===== src/ght_pkg.sv =====
`default_nettype none
// ----------------------------------------------------------------------------
// ght_pkg
// Shared types, widths and helpers for the generational handle table.
// ----------------------------------------------------------------------------
package ght_pkg;

    localparam int SLOTS    = 64;
    localparam int IDX_W    = $clog2(SLOTS);
    localparam int INDEX_W  = 6;
    localparam int GEN_W    = 32;
    localparam int DATA_W   = 64;
    localparam int CNT_W    = $clog2(SLOTS + 1);
    localparam int CMP_W    = (CNT_W > INDEX_W) ? CNT_W : INDEX_W;

    localparam logic [GEN_W-1:0] GEN_RESET = GEN_W'(1);

    typedef enum logic [1:0] {
        OP_ALLOC       = 2'd0,
        OP_RELEASE     = 2'd1,
        OP_LOOKUP      = 2'd2,
        OP_RELEASE_ALL = 2'd3
    } op_t;

    typedef enum logic [1:0] {
        ST_OK          = 2'd0,
        ST_STALE       = 2'd1,
        ST_BAD_BACKEND = 2'd2,
        ST_FULL        = 2'd3
    } status_t;

    // Stored contents of one slot besides its generation.
    typedef struct packed {
        logic [DATA_W-1:0] backend;
        logic [DATA_W-1:0] entity_low;
        logic [DATA_W-1:0] entity_high;
    } payload_t;

    // Lowest free slot search result.
    typedef struct packed {
        logic             full;
        logic [IDX_W-1:0] idx;
    } free_t;

    // Next generation, skipping zero on wrap.
    function automatic logic [GEN_W-1:0] advance_gen(input logic [GEN_W-1:0] g);
        logic [GEN_W-1:0] n;
        n = g + GEN_W'(1);
        return (n == '0) ? GEN_RESET : n;
    endfunction

endpackage
`default_nettype wire


===== src/ght_free_finder.sv =====
`default_nettype none
// ----------------------------------------------------------------------------
// ght_free_finder
// Priority encoder: lowest inactive slot above the reserved slot 0.
// ----------------------------------------------------------------------------
module ght_free_finder import ght_pkg::*;
(
    input  wire logic [SLOTS-1:0] busy,
    output free_t                 result
);

    always_comb
    begin
        result.full = 1'b1;
        result.idx  = '0;
        // scan downward so the lowest free slot wins
        for (int i = SLOTS - 1; i >= 1; i--)
        begin
            if (!busy[i])
            begin
                result.full = 1'b0;
                result.idx  = IDX_W'(i);
            end
        end
    end

endmodule
`default_nettype wire

===== config.mk =====
export PLATFORM = sky130hd
export DESIGN_NAME = ght_free_finder
export DESIGN_NICKNAME = d
export VERILOG_FILES = /design/src/ght_pkg.sv /design/src/ght_free_finder.sv
export SDC_FILE = /design/constraint.sdc
export NUM_CORES = 1
export LEC_CHECK = 0
export BUFFER_PORTS_ARGS = -buffer_cell sky130_fd_sc_hd__buf_2
export CORE_AREA = 2 2 49 51
export DETAILED_ROUTE_END_ITERATION = 8
export DIE_AREA = 0 0 51 53
export PLACE_DENSITY_LB_ADDON = 0.08
export SKIP_LAST_GASP = 1
export SLEW_MARGIN = 20
export SYNTH_ARGS = -nofsm -noshare
export SYNTH_HDL_FRONTEND = slang
export SYNTH_SLANG_ARGS = --single-unit

===== constraint.sdc =====
create_clock -name vclk -period 2.2
set_input_delay 0.44 -clock vclk [all_inputs]
set_output_delay 0.44 -clock vclk [all_outputs]
set_load 0.02 [all_outputs]

### Word level (Yosys, flattened, before mapping)

Index checks and enable logic that the tools add are counted.

* $add $sub $neg: 0
* $mul: 0
* divide/modulo/power cells: 0
* $lt $le $gt $ge: 0
* equal/unequal tests: 0
* shift-type cells: 0
* multiplexer cells: 63
* bitwise gates (word level): 0
* reductions and logical operators: 0

Operator list (count)
* $mux W7: 63

* bits in registers: 0
* bits in latches: 0
* RAM bits: 0
* bits in read-only memories: 0
* word-level logic and storage cells: 63
* memories: 0

### Depth between registers and ports, before layout

* word-level depth: 63
* gate-level depth with buffers: 5

### Worst setup path before layout

OpenSTA, ideal clock, no wires.

* kind: input -> output
* from: in busy[35]
* to: out result[0] (netlist bit)
* data arrival time: 1.603 ns
* data required time: 1.760 ns
* setup slack: 0.157 ns
* stages: 5
* cell sequence: nor2b_1 o221a_1 a211o_1 a2111o_1 o211ai_1

RTL lines
* from (decl): line ght_free_finder.sv:8 `input wire logic [SLOTS-1:0] busy,`
* to (decl): line ght_free_finder.sv:9 `output free_t result`

==> impl_metrics.py <==
metrics = {
    "min_path": {
        "min_from": "busy[1]",
        "hold_class": "in -> out",
        "min_to": "result[3]",
        "holdPathStages": 4,
    },
    "power": {
        "p_sw_frac": 0.533,
        "p_leak_nw": 0.576,
        "pwr-share-clk": 0,
        "power.internal_mw": 0.0821,
        "peakVddDrop_mv": 0.0838,
        "pwr-share-seq": 0,
        "cellPowerDensity_nw_per_um2": 139,
        "p_comb_frac": 1.000,
        "switching_power_mw": 0.0936,
        "total_power_mw": 0.176,
    },
    "global_routing": {
        "grt_max_degree": 6,
        "grt_pass1_vias": 1212,
        "antenna_found_initial": 0,
        "grt_util_all_layers": 0.204,
        "grt_pass1_wl_mm": 4.51,
        "grt.overflow.total": 0,
    },
    "synth": {
        "syn_nets": 210,
        "synth_fa_ha_area_frac": 0,
        "synth-simple-area-share": 0.566,
        "synth_top_family_by_area": "simple AND/OR/NAND/NOR gates",
        "synth-xor-area-share": 0,
        "ys_types": 34,
        "postSynthCellCount": 146,
        "avgSynthCellArea_sq_um": 5.59,
        "synthMuxAreaShare": 0,
        "ys.warnings.count": 0,
        "ys_seq_area_frac": 0,
        "syn_area_sq_um": 816,
        "synth_compound_area_frac": 0.383,
    },
    "floorplanning": {
        "fp-row-count": 17,
        "die_h_um": 53,
        "io_pins": 71,
        "dieArea_sq_um": 2700,
        "initial_core_util": 0.380,
        "core_sq_um": 2150,
        "die_w_um": 51,
    },
    "detailed_routing": {
        "dr_wl_met3_um": 210,
        "top_layer": "met3",
        "vias": 1435,
        "ant_nets": 0,
        "first_pass_iters": 4,
        "drt_iter0_drc": 40,
        "wl_mm": 2.83,
        "wl_met2_mm": 1.45,
        "wl_per_cell_um": 11.3,
        "wl_met1_mm": 1.16,
        "drc": 0,
        "vias_per_cell": 5.72,
    },
    "critical_path": {
        "crit_arrival_ns": 1.75,
        "setup.worst_path.end_class": "output pin",
        "crit_fanout": 3,
        "cp_slowest_stage_delay_ns": 0.36,
        "worstSetupStartpointType": "input pin",
        "critical_path_required_ns": 1.76,
        "cpMostUsedCell": "buf_4",
        "crit_path_top_delay_cell": "a2111o_1",
        "crit_chain": "buf_2 > buf_4 > and4_2 > a211o_1 > a2111o_1 > o211ai_1 > buf_4",
        "crit_type": "in -> out",
    },
    "sta": {
        "holdWs_ns": 1.30,
        "period_share": 0.995,
        "hold_viol": 0,
        "slew_violations": 0,
        "rsz0062_at_grt": "true",
        "tightest_slew_ns": 0.334,
        "min_period_ns": 2.19,
        "setup_viol": 0,
        "timing.fmax_mhz": 457,
        "tns_ns": 0,
        "maxSlewHeadroom": 0.775,
    },
    "flow_run": {
        "maxCapViolCount": 0,
    },
    "cells_and_area": {
        "clkbuf_count": 0,
        "seq_area_sq_um": 0,
        "syn_to_final_growth_pct": 55.2,
        "final_nets": 289,
        "n_sequential_cell": 0,
        "drive_gt1_frac": 0.372,
        "n_antenna_cell": 0,
    },
    "place": {
        "gp_congestion": 0.862,
        "dp_hpwl_mm": 2.55,
        "portBuffers": 70,
    },
    "clock_network": {
        "cts_setup_buffers": 0,
        "hold_buffers": 0,
    },
    "status": {
        "status": "completed",
    },
}
power by group through the flow:
stage                     Clock [mW]  Sequential (mW)  Combinational [mW]
after floorplan                    0                0              0.0597
after global routing               0                0               0.196
final                              0                0               0.176
after CTS                          0                0               0.174
after detailed placement           0                0               0.173
after global placement             0                0               0.167
cell families (layout without fill, tap and decap cells):
family / after synthesis / count (layout)
AO/OA/AOI/OAI: 47 / 47
buffers and inverters: 11 / 88
AND/OR/NAND/NOR: 88 / 88
worst max-delay path, delay by kind of cell:
kind,cells,cell delay [ns]
buf+inv,3,0.40
simple gates,1,0.19
compound gates,3,0.72
worst max-delay path by stage:
stage | startpoint | end | slack (ns) | cells past startpoint
after global placement | busy[35] | result[0] | -0.04 | 7
after CTS | busy[35] | result[0] | 0.01 | 7
after floorplan | busy[35] | result[0] | 0.16 | 5
final | busy[35] | result[0] | 0.01 | 7
after global routing | busy[35] | result[0] | -0.06 | 7
after detailed placement | busy[35] | result[0] | -0.06 | 7
cells in the final DEF, fill, tap and decap left out, types with 2 or more instances in the layout:
cell and n:
buf_2 69, nand2_1 21, nand4_1 20, nor2_1 12
nand3_1 12, a21oi_1 10, inv_1 10, o21ai_0 9
buf_4 8, a31oi_1 7, nor2b_1 5, nand2b_1 4
and4_1 3, o21ai_1 3, nor3_1 2, or3_1 2
nor4_1 2, a211o_1 2, o211ai_1 2, o221ai_1 2
o21ai_2 2
final cells by class:
type,count,area [sq um]
fillers,233,882
multi-input cells,135,785
repair buffers,77,405
inverters,11,41.3
well taps,28,35.0
cells in the mapped netlist, drive strengths merged (2+ instances only):
library cell,number,area share
nor2b,5,0.038
nand2,21,0.097
a21oi,10,0.061
nor2,12,0.055
a211o,2,0.021
nand4,20,0.15
inv,11,0.051
nor3,3,0.018
and4,4,0.044
nor4,2,0.015
or3,2,0.015
a31oi,7,0.054
nand3,12,0.074
o221ai,2,0.021
o211ai,2,0.018
nand2b,4,0.031
o21ai,14,0.095
metal layers:
metal,vias to the layer above,track usage
met3,0,0.0113
met4,0,0.0135
met2,53,0.420
li1,737,-
met5,-,0
met1,645,0.236
metrics by stage:
step / setup slack, ns / cell area [sq um] / cells / utilization
6_report: 0.00990 / 1270 / 251 / 0.589
4_1_cts: 0.0139 / 1260 / 251 / 0.585
5_1_grt: -0.0579 / 1270 / 251 / 0.589
3_5_place_dp: -0.0613 / 1250 / 251 / 0.584
2_1_floorplan: 0.157 / 816 / 146 / -
3_3_place_gp: -0.0386 / 1250 / 251 / 0.584
what timing repair did:
action	CTS	global route
endpoints found under the setup margin	1	5
pin swaps	3	0
endpoints found under the hold margin	0	0
resized for setup	1	2
Power figures use the tool's default switching activity.
